File: src/hw/rtl/fmss_pkg.sv
// ----------------------------------------------------------------------------
// fmss_pkg: shared types and constants for the FIFO with max scan and split
// Command and result word layouts, operation and status codes, queue sizes.
// ----------------------------------------------------------------------------
package fmss_pkg;

  localparam int QUEUE_DEPTH = 16;
  localparam int SIDE_DEPTH  = 16;

  localparam int QW  = $clog2(QUEUE_DEPTH);
  localparam int CW  = $clog2(QUEUE_DEPTH + 1);
  localparam int SW  = $clog2(SIDE_DEPTH);
  localparam int SCW = $clog2(SIDE_DEPTH + 1);

  localparam logic [2:0] OP_ENQ   = 3'd0;
  localparam logic [2:0] OP_DEQ   = 3'd1;
  localparam logic [2:0] OP_MAX   = 3'd2;
  localparam logic [2:0] OP_CLR   = 3'd3;
  localparam logic [2:0] OP_SPLIT = 3'd4;

  localparam logic [1:0] ST_OK       = 2'd0;
  localparam logic [1:0] ST_EMPTY    = 2'd1;
  localparam logic [1:0] ST_FULL     = 2'd2;
  localparam logic [1:0] ST_SIDE_OVF = 2'd3;

  typedef struct packed {
    logic [2:0]         opcode;
    logic signed [31:0] value_in;
  } cmd_t;

  typedef struct packed {
    logic [1:0]         status;
    logic signed [31:0] value_out;
    logic [4:0]         position;
    logic [4:0]         occupancy;
  } rsp_t;

  // Circular pointer advance; the depth need not be a power of two.
  function automatic logic [QW-1:0] ptr_inc(input logic [QW-1:0] p);
    return (p == QW'(QUEUE_DEPTH - 1)) ? '0 : p + 1'b1;
  endfunction

  // Result fields carry a count masked to five bits.
  function automatic logic [4:0] to_field5(input logic [CW-1:0] c);
    logic [31:0] w;
    w = 32'(c);
    return w[4:0];
  endfunction

endpackage

File: src/hw/rtl/fifo_with_max_scan_and_split.sv
// ----------------------------------------------------------------------------
// fifo_with_max_scan_and_split: bounded word FIFO with max scan and split
// Main queue is a circular buffer in a synchronous RAM; split appends the
// queued words alternately to two side buffers.
// ----------------------------------------------------------------------------
//
//  channel   signals               handshake
//  --------  --------------------  -----------------------------------------
//  command   start, busy, cmd      word taken at clock edge with start && !busy
//  result    done, rsp             word valid for one cycle while done is high
//
// Enqueue, clear, unused opcodes, and dequeue/max/split on an empty queue give
// their result in the cycle after the command; dequeue goes through S_DEQ for the
// registered RAM read. Find max and split read one stored word per cycle in S_SCAN.
// Reset is synchronous and empties all queues; the stores are not cleared. The
// result cannot be stalled, and the next command may be given in the cycle its
// predecessor's result is shown.
module fifo_with_max_scan_and_split (
  input  logic           clk,
  input  logic           rst,
  input  logic           start,
  output logic           busy,
  input  fmss_pkg::cmd_t cmd,
  output logic           done,
  output fmss_pkg::rsp_t rsp
);

  typedef enum logic [1:0] {S_IDLE, S_DEQ, S_SCAN} state_t;

  state_t                      state;
  logic [fmss_pkg::QW-1:0]     head;
  logic [fmss_pkg::QW-1:0]     tail;
  logic [fmss_pkg::CW-1:0]     count;
  logic [fmss_pkg::SCW-1:0]    odd_count;
  logic [fmss_pkg::SCW-1:0]    even_count;
  logic [fmss_pkg::QW-1:0]     rd_ptr;
  logic [fmss_pkg::CW-1:0]     idx;
  logic [2:0]                  op;
  logic signed [31:0]          best;
  logic [fmss_pkg::CW-1:0]     best_pos;
  logic                        ovf;

  logic signed [31:0]          main_mem [fmss_pkg::QUEUE_DEPTH];
  logic signed [31:0]          odd_mem  [fmss_pkg::SIDE_DEPTH];
  logic signed [31:0]          even_mem [fmss_pkg::SIDE_DEPTH];
  logic signed [31:0]          rd_data;
  logic [fmss_pkg::QW-1:0]     rd_addr;

  logic accept;
  logic enq_we;
  logic odd_we;
  logic even_we;
  logic scan_last;
  logic odd_full;
  logic even_full;

  assign busy      = (state != S_IDLE);
  assign accept    = start && !busy;
  assign rd_addr   = (state == S_SCAN) ? rd_ptr : head;
  assign scan_last = (idx == count - 1'b1);
  assign odd_full  = (odd_count == fmss_pkg::SCW'(fmss_pkg::SIDE_DEPTH));
  assign even_full = (even_count == fmss_pkg::SCW'(fmss_pkg::SIDE_DEPTH));

  assign enq_we  = accept && (cmd.opcode == fmss_pkg::OP_ENQ) &&
                   (count != fmss_pkg::CW'(fmss_pkg::QUEUE_DEPTH));
  // Even indexes from zero are the odd 1-based positions.
  assign odd_we  = (state == S_SCAN) && (op == fmss_pkg::OP_SPLIT) && !idx[0] && !odd_full;
  assign even_we = (state == S_SCAN) && (op == fmss_pkg::OP_SPLIT) && idx[0] && !even_full;

  always_ff @(posedge clk) begin
    if (enq_we) begin
      main_mem[tail] <= cmd.value_in;
    end
    rd_data <= main_mem[rd_addr];
  end

  always_ff @(posedge clk) begin
    if (odd_we) begin
      odd_mem[odd_count[fmss_pkg::SW-1:0]] <= rd_data;
    end
    if (even_we) begin
      even_mem[even_count[fmss_pkg::SW-1:0]] <= rd_data;
    end
  end

  always_ff @(posedge clk) begin
    if (rst) begin
      state      <= S_IDLE;
      head       <= '0;
      tail       <= '0;
      count      <= '0;
      odd_count  <= '0;
      even_count <= '0;
      done       <= 1'b0;
    end else begin
      done <= 1'b0;
      case (state)
        S_IDLE: begin
          if (accept) begin
            op            <= cmd.opcode;
            rsp.status    <= fmss_pkg::ST_OK;
            rsp.value_out <= '0;
            rsp.position  <= '0;
            rsp.occupancy <= fmss_pkg::to_field5(count);
            best          <= '0;
            best_pos      <= '0;
            ovf           <= 1'b0;
            idx           <= '0;
            rd_ptr        <= fmss_pkg::ptr_inc(head);
            case (cmd.opcode)
              fmss_pkg::OP_ENQ: begin
                done <= 1'b1;
                if (enq_we) begin
                  tail          <= fmss_pkg::ptr_inc(tail);
                  count         <= count + 1'b1;
                  rsp.occupancy <= fmss_pkg::to_field5(count + 1'b1);
                end else begin
                  rsp.status <= fmss_pkg::ST_FULL;
                end
              end
              fmss_pkg::OP_DEQ: begin
                if (count == '0) begin
                  rsp.status <= fmss_pkg::ST_EMPTY;
                  done       <= 1'b1;
                end else begin
                  state <= S_DEQ;
                end
              end
              fmss_pkg::OP_MAX, fmss_pkg::OP_SPLIT: begin
                if (count == '0) begin
                  done <= 1'b1;
                end else begin
                  state <= S_SCAN;
                end
              end
              fmss_pkg::OP_CLR: begin
                head          <= '0;
                tail          <= '0;
                count         <= '0;
                rsp.occupancy <= '0;
                done          <= 1'b1;
              end
              default: begin
                done <= 1'b1;
              end
            endcase
          end
        end
        S_DEQ: begin
          rsp.value_out <= rd_data;
          rsp.occupancy <= fmss_pkg::to_field5(count - 1'b1);
          head          <= fmss_pkg::ptr_inc(head);
          count         <= count - 1'b1;
          done          <= 1'b1;
          state         <= S_IDLE;
        end
        S_SCAN: begin
          rd_ptr <= fmss_pkg::ptr_inc(rd_ptr);
          idx    <= idx + 1'b1;
          if (op == fmss_pkg::OP_SPLIT) begin
            if (odd_we) begin
              odd_count <= odd_count + 1'b1;
            end
            if (even_we) begin
              even_count <= even_count + 1'b1;
            end
            if (scan_last) begin
              head          <= '0;
              tail          <= '0;
              count         <= '0;
              rsp.occupancy <= '0;
              rsp.status    <= (ovf || (idx[0] ? even_full : odd_full))
                               ? fmss_pkg::ST_SIDE_OVF : fmss_pkg::ST_OK;
              done          <= 1'b1;
              state         <= S_IDLE;
            end else if (idx[0] ? even_full : odd_full) begin
              ovf <= 1'b1;
            end
          end else begin
            // Strict compare keeps the earliest of equal maxima.
            if (rd_data > best) begin
              best     <= rd_data;
              best_pos <= idx + 1'b1;
            end
            if (scan_last) begin
              rsp.value_out <= (rd_data > best) ? rd_data : best;
              rsp.position  <= fmss_pkg::to_field5((rd_data > best) ? idx + 1'b1 : best_pos);
              done          <= 1'b1;
              state         <= S_IDLE;
            end
          end
        end
        default: begin
          state <= S_IDLE;
        end
      endcase
    end
  end

`ifndef SYNTH
  a_count_bound: assert property (@(posedge clk) disable iff (rst)
    count <= fmss_pkg::CW'(fmss_pkg::QUEUE_DEPTH))
    else $error("queue count above depth");

  a_done_idle: assert property (@(posedge clk) disable iff (rst)
    done |-> !busy)
    else $error("result shown while still busy");

  a_accept_progress: assert property (@(posedge clk) disable iff (rst)
    accept |=> (busy || done))
    else $error("accepted command neither busy nor done");

  a_scan_index: assert property (@(posedge clk) disable iff (rst)
    (state == S_SCAN) |-> (idx < count))
    else $error("scan index past queue count");
`endif

endmodule

File: config.mk
export PLATFORM = sky130hd
export DESIGN_NAME = fifo_with_max_scan_and_split
export DESIGN_NICKNAME = d
export VERILOG_FILES = /design/src/hw/rtl/fmss_pkg.sv /design/src/hw/rtl/fifo_with_max_scan_and_split.sv
export SDC_FILE = /design/constraint.sdc
export NUM_CORES = 1
export LEC_CHECK = 0
export ABC_AREA = 1
export BUFFER_PORTS_ARGS = -buffer_cell sky130_fd_sc_hd__buf_2
export CAP_MARGIN = 25
export CORE_UTILIZATION = 56
export CTS_CLUSTER_DIAMETER = 60
export DETAILED_ROUTE_END_ITERATION = 8
export GPL_ROUTABILITY_DRIVEN = 0
export PLACE_DENSITY = 0.77
export RECOVER_POWER = 100
export SETUP_SLACK_MARGIN = 0.3
export SLEW_MARGIN = 20
export SYNTH_ARGS = -nofsm -noshare
export SYNTH_HDL_FRONTEND = slang
export SYNTH_SLANG_ARGS = --single-unit
export TNS_END_PERCENT = 1
File: constraint.sdc
create_clock -name clk -period 4.43 [get_ports clk]
set_input_delay 0 -clock clk [delete_from_list [all_inputs] [get_ports clk]]
set_output_delay 0 -clock clk [all_outputs]
set_load 0.02 [all_outputs]
After elaboration in Yosys (flattened, before gate mapping):

Memory sizes are Yosys's and may differ from the RTL's. A register that Yosys moved wholly into a read port is not among the register bits.
Cells that the tools add are included.

* add/subtract/negate cells: 8
* equal/unequal tests: 26
* bitwise operators: 1
* $lt $le $gt $ge: 1
* muxes and demuxes: 62
* reductions and logical operators: 35

Operator list (count)
* 2-to-1 mux 32 bit: 3
* case mux 32 bit (3 select lines): 1
* 2-to-1 mux 37 bit: 2
* case mux 32 bit (2 select lines): 1
* 2-to-1 mux 4 bit: 11
* 2-to-1 mux 44 bit: 1
* case mux 5 bit (2 select lines): 4
* 2-to-1 mux 5 bit: 7
* > comparator 32 bit: 1
* case mux 5 bit (3 select lines): 2
* AND reduction 5 bit: 6
* case mux 4 bit (2 select lines): 3
* adder 5 x 1 -> 5 bit, second input constant: 4
* 2-to-1 mux 2 bit: 8
* case mux 2 bit (2 select lines): 4
* adder 4 x 1 -> 4 bit, second input constant: 3
* == test 4 bit, second input constant: 3
* 2-to-1 mux 1 bit: 12
* case mux 4 bit (3 select lines): 1
* AND reduction 3 bit: 4
* AND reduction 6 bit: 2
* == test 5 bit, second input constant: 2
* inequality test 3 bit, second input constant: 3
* logical AND 1 bit: 8
* 25 further kinds: 37

* register bits: 120
* bits in writable memories: 512
* word-level logic and storage cells: 151
* input bits: 38
* memories kept: 1
* output and inout port bits: 46

Memories
* main_mem: words 16, width 32, rd ports 1, clocked after memory_dff 1, wr ports 1, line fifo_with_max_scan_and_split.sv:43 `logic signed [31:0] main_mem [fmss_pkg::QUEUE_DEPTH];`

Longest topological paths before layout:

Gate-level depths: netlist of the first run.

* depth in word-level cells: 9
* mapped depth: 20
* mapped depth without buffers: 19

Least setup slack after synthesis of the first run:

No wires, ideal clock.

* path kind: register to register
* from: reg count[0] (netlist bit)
* to: reg rsp[10] (netlist bit), enable pin
* arrival time: 3.716 ns
* path slack: 0.253 ns
* library setup time: 0.461 ns
* clock period less this slack: 4.177 ns
* data required time: 3.969 ns
* stages on the path, launching flop included: 11
* buffers on the path: 0
* cell sequence: dfxtp_1 inv_1 ha_1 xnor2_1 a21oi_1 nand2_1 nor2_1 nand3_1 nand2_2 nand2_1 nor3_1

* word-level cells in the longest chain between the ends: 4

RTL lines
* start, declared: line fifo_with_max_scan_and_split.sv:33 `logic [fmss_pkg::CW-1:0] count;`
* start signal, assigned: line fifo_with_max_scan_and_split.sv:115 `count <= count + 1'b1;`
* start signal, assigned: line fifo_with_max_scan_and_split.sv:153 `count <= count - 1'b1;`
* subtractor 5 x 1 -> 5 bit: line fifo_with_max_scan_and_split.sv:60 `assign scan_last = (idx == count - 1'b1);`
* == test 5 bit: line fifo_with_max_scan_and_split.sv:60
* inequality test 2 bit (no line)
* AND reduction 5 bit (no line)
* end, declared: line fifo_with_max_scan_and_split.sv:25 `output fmss_pkg::rsp_t rsp`

No other way between the ends.
A chain may end at the register's enable or synchronous reset.

Worst setup path after layout of the first run:

* from: reg state[0]
* to: reg rd_data[12] (read register of main_mem)

* word-level cells in the longest chain between the ends: 2

RTL lines
* start, declared: line fifo_with_max_scan_and_split.sv:30 `state_t state;`
* start signal, assigned: line fifo_with_max_scan_and_split.sv:88 `state <= S_IDLE;`
* start signal, assigned: line fifo_with_max_scan_and_split.sv:126 `state <= S_DEQ;`
* start signal, assigned: line fifo_with_max_scan_and_split.sv:133 `state <= S_SCAN;`
* == test 2 bit: line fifo_with_max_scan_and_split.sv:59 `assign rd_addr = (state == S_SCAN) ? rd_ptr : head;`
* 2-to-1 mux 4 bit: line fifo_with_max_scan_and_split.sv:59
* end, declared: line fifo_with_max_scan_and_split.sv:46 `logic signed [31:0] rd_data;`

No other way between the ends.

==> results_tabular.tex, run 1 <==
\begin{tabular}{lr}
\hline
Metric & Value \\
\hline
\multicolumn{2}{l}{\textbf{Synth}} \\
\quad Share of Yosys cell area claimed by the top area cell type & 65.0\% \\
\quad Fraction of registers with async set or reset after synthesis & 0\% \\
\quad Synthesis-stage register bit count & $\sim$660 \\
\quad Biggest area consumer among synthesized cells & edfxtp\_1 \\
\quad Post-synth net total & roughly 2400 \\
\quad Seq/Total Area, Yosys & 69.1\% \\
\quad Number of cells produced by synthesis & about 2400 \\
\quad Most used standard cells in the synthesized netlist & edfxtp\_1, a21oi\_1, o21ai\_0, nand2\_1, inv\_1 \\
\quad Distinct cells, synth & 43 \\
\quad EDFF count, synth & 606 \\
\quad Dominant register cell in the synthesized netlist & edfxtp\_1 \\
\quad Dominant cell by count in the synthesized netlist & edfxtp\_1 \\
\quad Yosys warning total & 0 \\
\quad Syn Std Cell Area & 28000 µm² \\
\quad Largest cells by area after synthesis & edfxtp\_1, a21oi\_1, o21ai\_0 \\
\quad Synthesized area per cell & 11.9 µm² \\
\multicolumn{2}{l}{\textbf{Placement}} \\
\quad Placed wire-length estimate & approximately 37 mm \\
\quad Post-placement cell area & a little under 30000 µm² \\
\quad PortBufs & 83 \\
\multicolumn{2}{l}{\textbf{Power}} \\
\quad Share of total power in sequential cells & 38.8\% \\
\quad Switching Share & $\sim$36\% \\
\quad Clock power frac & 28.6\% \\
\quad Power Dens Cells & 631 nW/µm² \\
\quad Post-layout total power & 19.9 mW \\
\quad Worst IR Drop VDD & 0.417 mV \\
\quad Cell leakage power & 11.0 nW \\
\quad P\_int & 12.6 mW \\
\quad Switch Pwr & between 7 and 8 mW \\
\quad Share of power burned in combinational logic & 32.6\% \\
\multicolumn{2}{l}{\textbf{Setup path}} \\
\quad Cell occurring most often along the worst timing path & o21ai\_0 \\
\quad Kind of capture point of the worst setup path & flop \\
\quad Crit path DAT & roughly 4.4 ns \\
\quad Worst setup path endpoint & rd\_data[12]\$\_DFF\_P\_ \\
\quad Cell at the slowest stage of the critical path & o21ai\_0 \\
\quad Launching point of the worst reg2reg path & state[0]\$\_SDFFE\_PP0P\_ \\
\quad Worst reg-to-reg setup slack & $\sim$0.47 ns \\
\quad Buffers and inverters on the worst path & 4 \\
\quad Largest fanout on the critical path & 53 \\
\quad Startpoint Class & flop \\
\quad Cell depth of the worst setup path & 11 \\
\quad Critical path, cell by cell & inv\_1, ha\_1, inv\_1, buf\_4, nand2\_1, nand2\_1, buf\_12, o21ai\_0, o32ai\_1, o21ai\_0, o21ai\_0 \\
\quad RR Endpoint & rd\_data[12]\$\_DFF\_P\_ \\
\quad Startpoint-to-endpoint class of the critical path & reg -> reg \\
\quad Cells on worst reg2reg path & 11 \\
\quad Family of cells with the greatest summed delay on the critical path & compound AO/OA/AOI/OAI gates \\
\quad Launching instance or port of the critical path & state[0]\$\_SDFFE\_PP0P\_ \\
\quad Biggest cell delay along the critical path & 0.87 ns \\
\quad Required time of the worst setup path & 4.84 ns \\
\multicolumn{2}{l}{\textbf{Timing}} \\
\quad Final period utilization & 89.5\% \\
\quad Final worst clock skew & 0.0258 ns \\
\quad Final period demand of the worst path & just under 4 ns \\
\quad Unrepaired setup endpoints after global routing & no \\
\quad F\_max & approximately 250 MHz \\
\quad Worst-margin pin slew & 2.71 ns \\
\quad Max-slew violations & $\sim$140 \\
\quad Aggregate negative setup slack & 0 ns \\
\quad Number of hold violations in the final report & 0 \\
\quad Worst relative slew slack & -80.5\% \\
\quad Total setup violations reported at the end of the flow & 0 \\
\multicolumn{2}{l}{\textbf{Clocking}} \\
\quad Clock tree sinks & 664 \\
\quad Clock-pin slew reported for the worst setup and hold paths after clock tree synthesis & about 0.060 ns \\
\quad TritonCTS clock tree & yes \\
\quad H-Tree Depth & 3 \\
\quad Number of buffers between clock root and the deepest sink & 3 \\
\quad Cts repair resizes & 0 \\
\quad Master cell of the clock root buffer & clkbuf\_16 \\
\quad Clock latency of the later-clocked register in the worst-skew pair & around 0.61 ns \\
\quad Number of buffers added for setup after CTS & 0 \\
\quad CTS Buf Count & around 70 \\
\multicolumn{2}{l}{\textbf{Global route}} \\
\quad Pin count of the biggest net entering global routing & approximately 190 \\
\quad Antenna violations before repair & 5 \\
\quad Total Routing Usage GR & 27.0\% \\
\quad Vias in the first global route & 18911 \\
\quad Global route overflow & 0 \\
\quad Global-route wire length before repair & 105 mm \\
\multicolumn{2}{l}{\textbf{Cells and area}} \\
\quad Final cell utilization of the core & between 60\% and 70\% \\
\quad FILL cells & approximately 3600 \\
\quad Fraction of final layout cells with drive strength greater than 1 & 6.57\% \\
\quad Area growth from synthesis to layout & 12.5\% \\
\quad Number of nets in the layout & 2530 \\
\quad Final non-filler cell area & 31500 µm² \\
\multicolumn{2}{l}{\textbf{Floorplanning}} \\
\quad Initial Util & a little under three fifths \\
\quad DIE HEIGHT & 226 µm \\
\quad Core region area & 49200 µm² \\
\quad Top-Level Pins & 84 \\
\quad Die Footprint & 50900 µm² \\
\quad Horiz. Die Dim & around 230 µm \\
\quad Site Rows & just over 80 \\
\multicolumn{2}{l}{\textbf{Flow run}} \\
\quad Max-cap violation count & 5 \\
\multicolumn{2}{l}{\textbf{Drt}} \\
\quad Detailed-route DRC error count & 2 \\
\quad Number of iterations in the first detailed-routing pass & 9 \\
\quad Post-DRT Antenna Nets & 0 \\
\quad Mean routed wirelength per cell & 21.5 µm \\
\quad Vias post-DR & 19508 \\
\quad Starting DRT DRC Count & 2456 \\
\quad Total Routed Length & approximately 70 mm \\
\quad Average vias per placed instance & 6.17 \\
\multicolumn{2}{l}{\textbf{Status}} \\
\quad Status & complete, but fails checks \\
\quad Failing checks & DRC, capacitance limit, slew limit \\
\multicolumn{2}{l}{\textbf{Hold path}} \\
\quad Classification of the worst-slack hold path & in -> reg \\
\hline
\end{tabular}
[stage by stage]
stage,setup WS [ns],hold WS (ns),cells
after floorplan,0.782,0.0989,2361
after global placement,1.07,0.211,2997
after detailed placement,1.07,0.211,2999
after CTS,1.06,0.136,3160
after global routing,0.371,0.232,3160
final,0.465,0.218,3162
[power by group through the flow]
stage | combinational [mW] | sequential (mW) | clock [mW]
2_1_floorplan | 4.45 | 7.84 | 0
3_3_place_gp | 6.16 | 7.81 | 0
3_5_place_dp | 6.37 | 7.83 | 0
4_1_cts | 6.46 | 7.70 | 5.74
5_1_grt | 7.13 | 7.76 | 5.97
6_report | 6.48 | 7.72 | 5.68
[flip-flops by register name, summed over array words and instances, names as in the netlist, 2 cells and up]
register,cells
main_mem,512
rsp,44
best,32
rd_data,32
best_pos,5
count,5
even_count,5
idx,5
odd_count,5
head,4
rd_ptr,4
tail,4
op,3
state,2
[timing repair]
action                                  in CTS  in global routing
hold buffers                                37                  0
endpoints found under the setup margin       0                  0
hold endpoints to repair                   527                  0
[cell type report]
cell class                      instances  area (µm²)  area share (%)
Antenna cell                            2        5.00          0.0159
Tap cell                              664         831            2.64
Sequential cell                       664       19400            61.5
Timing Repair Buffer                  168        1070            3.40
Clock buffer                           89        1860            5.92
Multi-Input combinational cell       1373        7390            23.5
Inverter                              167         627            1.99
Clock inverter                         35         353            1.12
[logic make-up (layout without fill, tap and decap cells)]
| logic type | count (synthesis) | count (layout) | share of synthesized area [%] |
|---|---|---|---|
| buffers and inverters | 324 | 459 | 4.83 |
| XOR/XNOR | 12 | 12 | 0.375 |
| AND/OR/NAND/NOR | 540 | 540 | 8.10 |
| AO/OA/AOI/OAI | 772 | 772 | 15.4 |
| adder cells (fa/ha/maj) | 49 | 49 | 2.19 |
| other | 0 | 2 | 0 |
| flip-flops | 664 | 664 | 69.1 |
[per-layer routing]
metal | up-vias | wire length (µm) | GRT usage [%]
li1 | 8833 | - | -
met2 | 1016 | 32800 | 44.5
met3 | 168 | 6460 | 4.87
met1 | 9487 | 26800 | 35.9
met5 | - | 23 | 0
met4 | 4 | 1910 | 9.87
[cell usage in the layout (no fill, tap or decap), types with 14 or more instances in the layout]
master | Yosys | layout
a21oi_1 | 322 | 322
o211ai_1 | 64 | 64
nand3_1 | 54 | 54
o32ai_1 | 50 | 50
dfxtp_1 | 58 | 58
buf_4 | 11 | 24
nand2_1 | 255 | 256
o221ai_1 | 14 | 14
clkbuf_1 | 84 | 102
nor2_1 | 155 | 145
o21ai_0 | 280 | 294
nor3_1 | 26 | 26
edfxtp_1 | 606 | 606
ha_1 | 49 | 49
inv_1 | 162 | 163
dlygate4sd3_1 | 0 | 37
clkbuf_16 | 0 | 71
nand4_1 | 40 | 40
[how the worst min path moves through the flow]
stage | end | start | cells after the start
finish | op[0]$_DFFE_PP_ | cmd[32] | 2
global route | op[2]$_DFFE_PP_ | cmd[34] | 2
CTS | op[0]$_DFFE_PP_ | cmd[32] | 2
detailed placement | op[0]$_DFFE_PP_ | cmd[32] | 1
global placement | op[0]$_DFFE_PP_ | cmd[32] | 1
floorplan | main_mem[0][0]$_DFFE_PP_ | cmd[0] | 0
(Power assumes the default switching activity.)
==> run 2, diff against run 1 <==
--- a/config.mk
+++ b/config.mk
@@ -8,11 +8,11 @@
 export ABC_AREA = 1
 export BUFFER_PORTS_ARGS = -buffer_cell sky130_fd_sc_hd__buf_2
 export CAP_MARGIN = 25
-export CORE_UTILIZATION = 56
+export CORE_UTILIZATION = 62
 export CTS_CLUSTER_DIAMETER = 60
 export DETAILED_ROUTE_END_ITERATION = 8
 export GPL_ROUTABILITY_DRIVEN = 0
-export PLACE_DENSITY = 0.77
+export PLACE_DENSITY = 0.8
 export RECOVER_POWER = 100
 export SETUP_SLACK_MARGIN = 0.3
 export SLEW_MARGIN = 20
==> constraint.sdc (replaced) <==
create_clock -name clk -period 3.91 [get_ports clk]
set_input_delay 0 -clock clk [delete_from_list [all_inputs] [get_ports clk]]
set_output_delay 0 -clock clk [all_outputs]
set_load 0.02 [all_outputs]
==> run 2 against run 1 <==
Effect of this change: setup slack got worse by 0.078 ns; routed wire length hardly changed; power increased by 14%; the run ends with capacitance limit, slew limit left; core utilization up 7.1 points; critical path depth fell by 2; cell area rose by 0.39%; critical endpoint is now rd_data[23]$_DFF_P_; sequential share of layout area is 0.24 points lower; non-clock buffer count rose by 3; fmax grew 13%; sequential power is 14% higher; clock skew fell by 0.0019 ns; clock power rose by 16%.
==> results_tabular.tex, run 2 (synthesis gave the netlist of run 1 again) <==
\begin{tabular}{lr}
\hline
Metric & Value \\
\hline
\multicolumn{2}{l}{\textbf{Setup path}} \\
\quad Buffers and inverters on the worst path & 3 \\
\quad Crit path DAT & a little under 4 ns \\
\quad Largest fanout on the critical path & 170 \\
\quad Required time of the worst setup path & 4.30 ns \\
\quad Startpoint-to-endpoint class of the critical path & reg -> reg \\
\quad Kind of capture point of the worst setup path & flop \\
\quad Critical path, cell by cell & inv\_1, ha\_4, inv\_2, or2\_4, buf\_12, a21oi\_1, o32ai\_1, o21ai\_0, o21ai\_0 \\
\quad Biggest cell delay along the critical path & $\sim$0.79 ns \\
\quad Cell occurring most often along the worst timing path & o21ai\_0 \\
\quad Cell at the slowest stage of the critical path & o21ai\_0 \\
\quad Startpoint Class & flop \\
\quad Family of cells with the greatest summed delay on the critical path & compound AO/OA/AOI/OAI gates \\
\multicolumn{2}{l}{\textbf{Cells and area}} \\
\quad Fraction of final layout cells with drive strength greater than 1 & 7.23\% \\
\quad Sequential standard cell area & 19400 µm² \\
\quad Diode insertion count for antenna repair & 0 \\
\quad FILL cells & 2913 \\
\quad Area growth from synthesis to layout & 12.9\% \\
\quad Flip-flop count of the largest register, all copies and words added & 512 \\
\quad Final non-filler cell area & 31600 µm² \\
\quad Register name with the most flops & main\_mem \\
\quad Registers with the most flip-flops & main\_mem (512), rsp (44) \\
\quad Area of the multi-input gates & between 7000 and 8000 µm² \\
\quad Filler-free cell count of the finished design & 3095 \\
\quad Number of nets in the layout & between 2000 and 3000 \\
\quad Final cell utilization of the core & 71.2\% \\
\quad Commonest non-fill, non-tap cells in the layout & edfxtp\_1, a21oi\_1, o21ai\_0 \\
\quad Most common library cell in the layout ignoring fill and taps & edfxtp\_1 \\
\multicolumn{2}{l}{\textbf{Timing}} \\
\quad Final worst clock skew & $\sim$0.024 ns \\
\quad Worst-margin pin slew & 2.18 ns \\
\quad F\_max & 284 MHz \\
\quad Final period utilization & approximately nine tenths \\
\quad Total setup violations reported at the end of the flow & 0 \\
\quad Worst setup margin & 0.388 ns \\
\quad Unrepaired setup endpoints after global routing & no \\
\quad Final period demand of the worst path & about 3.5 ns \\
\quad Max-slew violations & 22 \\
\quad Aggregate negative setup slack & 0 ns \\
\quad Number of hold violations in the final report & 0 \\
\quad Worst relative slew slack & -45.6\% \\
\multicolumn{2}{l}{\textbf{Floorplanning}} \\
\quad Site Rows & 77 \\
\quad Initial Util & 63.0\% \\
\quad DIE HEIGHT & 215 µm \\
\quad Top-Level Pins & between 80 and 90 \\
\quad Core region area & 44400 µm² \\
\quad Die Footprint & 46000 µm² \\
\quad Horiz. Die Dim & 215 µm \\
\multicolumn{2}{l}{\textbf{Placement}} \\
\quad Post-placement cell area & 29100 µm² \\
\quad PortBufs & 83 \\
\quad Post-Place Worst Slack & between 0.5 and 0.6 ns \\
\quad Inst Count DP & 2930 \\
\quad Placed wire-length estimate & approximately 37 mm \\
\multicolumn{2}{l}{\textbf{Power}} \\
\quad Worst IR Drop VDD & around 0.46 mV \\
\quad Power Dens Cells & 719 nW/µm² \\
\quad Cell leakage power & 11.1 nW \\
\multicolumn{2}{l}{\textbf{Drt}} \\
\quad Detailed-route DRC error count & 0 \\
\quad Starting DRT DRC Count & 2714 \\
\quad Vias post-DR & 19669 \\
\quad Mean routed wirelength per cell & around 22 µm \\
\quad Average vias per placed instance & 6.36 \\
\quad Number of iterations in the first detailed-routing pass & 7 \\
\quad Post-DRT Antenna Nets & 0 \\
\quad Total Routed Length & 68.0 mm \\
\multicolumn{2}{l}{\textbf{Flow run}} \\
\quad Max-cap violation count & 1 \\
\multicolumn{2}{l}{\textbf{Global route}} \\
\quad Pin count of the biggest net entering global routing & 171 \\
\quad Antenna violations before repair & 4 \\
\quad Total Routing Usage GR & 29.5\% \\
\quad Global route overflow & 0 \\
\quad Vias in the first global route & 18700 \\
\quad Global-route wire length before repair & 104 mm \\
\multicolumn{2}{l}{\textbf{Status}} \\
\quad Status & complete, but fails checks \\
\quad Failing checks & capacitance limit, slew limit \\
\multicolumn{2}{l}{\textbf{Clocking}} \\
\quad H-Tree Depth & 3 \\
\quad Clock tree sinks & 664 \\
\quad Clock-pin slew reported for the worst setup and hold paths after clock tree synthesis & 0.06 ns \\
\quad Number of buffers between clock root and the deepest sink & 3 \\
\quad CTS Buf Count & slightly below 70 \\
\quad TritonCTS clock tree & yes \\
\quad Clock latency of the later-clocked register in the worst-skew pair & around 0.60 ns \\
\quad Master cell of the clock root buffer & clkbuf\_16 \\
\quad Number of buffers added for setup after CTS & 0 \\
\multicolumn{2}{l}{\textbf{Hold path}} \\
\quad Classification of the worst-slack hold path & in -> reg \\
\hline
\end{tabular}
[run 2: worst register-to-register path: cells and delay by family (launching register included)]
family | cells | cell delay (ns)
compound gates | 4 | 1.59
buf+inv | 3 | 0.88
flops | 1 | 0.35
fa+ha+maj | 1 | 0.29
simple gates | 1 | 0.23
[run 2: area by class of cell]
| type | count | area share (%) |
|---|---|---|
| repair buffers | 171 | 3.65 |
| multi-input cells | 1373 | 23.5 |
| clock buffers | 96 | 6.30 |
| inverters | 167 | 1.99 |
| flip-flops and latches | 664 | 61.2 |
| clock inverters | 32 | 1.04 |
| well taps | 592 | 2.34 |
[run 2: stage by stage]
stage	hold slack [ns]	power, mW
2_1_floorplan	0.0989	13.9
3_3_place_gp	0.227	15.7
3_5_place_dp	0.226	16.1
4_1_cts	0.156	22.7
5_1_grt	0.275	23.8
6_report	0.258	22.8
[run 2: repair_timing]
| action | in CTS | in global routing |
|---|---|---|
| hold endpoints to repair | 526 | 0 |
| setup endpoints to repair | 0 | 5 |
| hold buffers | 37 | 0 |
| resized for setup | 0 | 1 |
[run 2: report_power, final]
part	switching (mW)	internal (mW)
Sequential	0.434	8.37
Combinational	5.13	2.21
Clock	2.68	3.93
Total	8.24	14.5
[run 2: metal layers]
metal	global-route usage, %	routed length (µm)
met1	39.9	25700
met2	47.3	32400
met3	5.13	7490
met4	13.0	2400
met5	0	21
[run 2: final timing paths]
check	start	endpoint	slack [ns]	depth (start not counted)
worst min register to register	odd_count[1]$_SDFFE_PP0P_	odd_count[1]$_SDFFE_PP0P_	0.49	2
worst min-delay path	cmd[32]	op[0]$_DFFE_PP_	0.26	2
worst max register to register	state[0]$_SDFFE_PP0P_	rd_data[23]$_DFF_P_	0.39	9
worst max-delay path	state[0]$_SDFFE_PP0P_	rd_data[23]$_DFF_P_	0.39	9
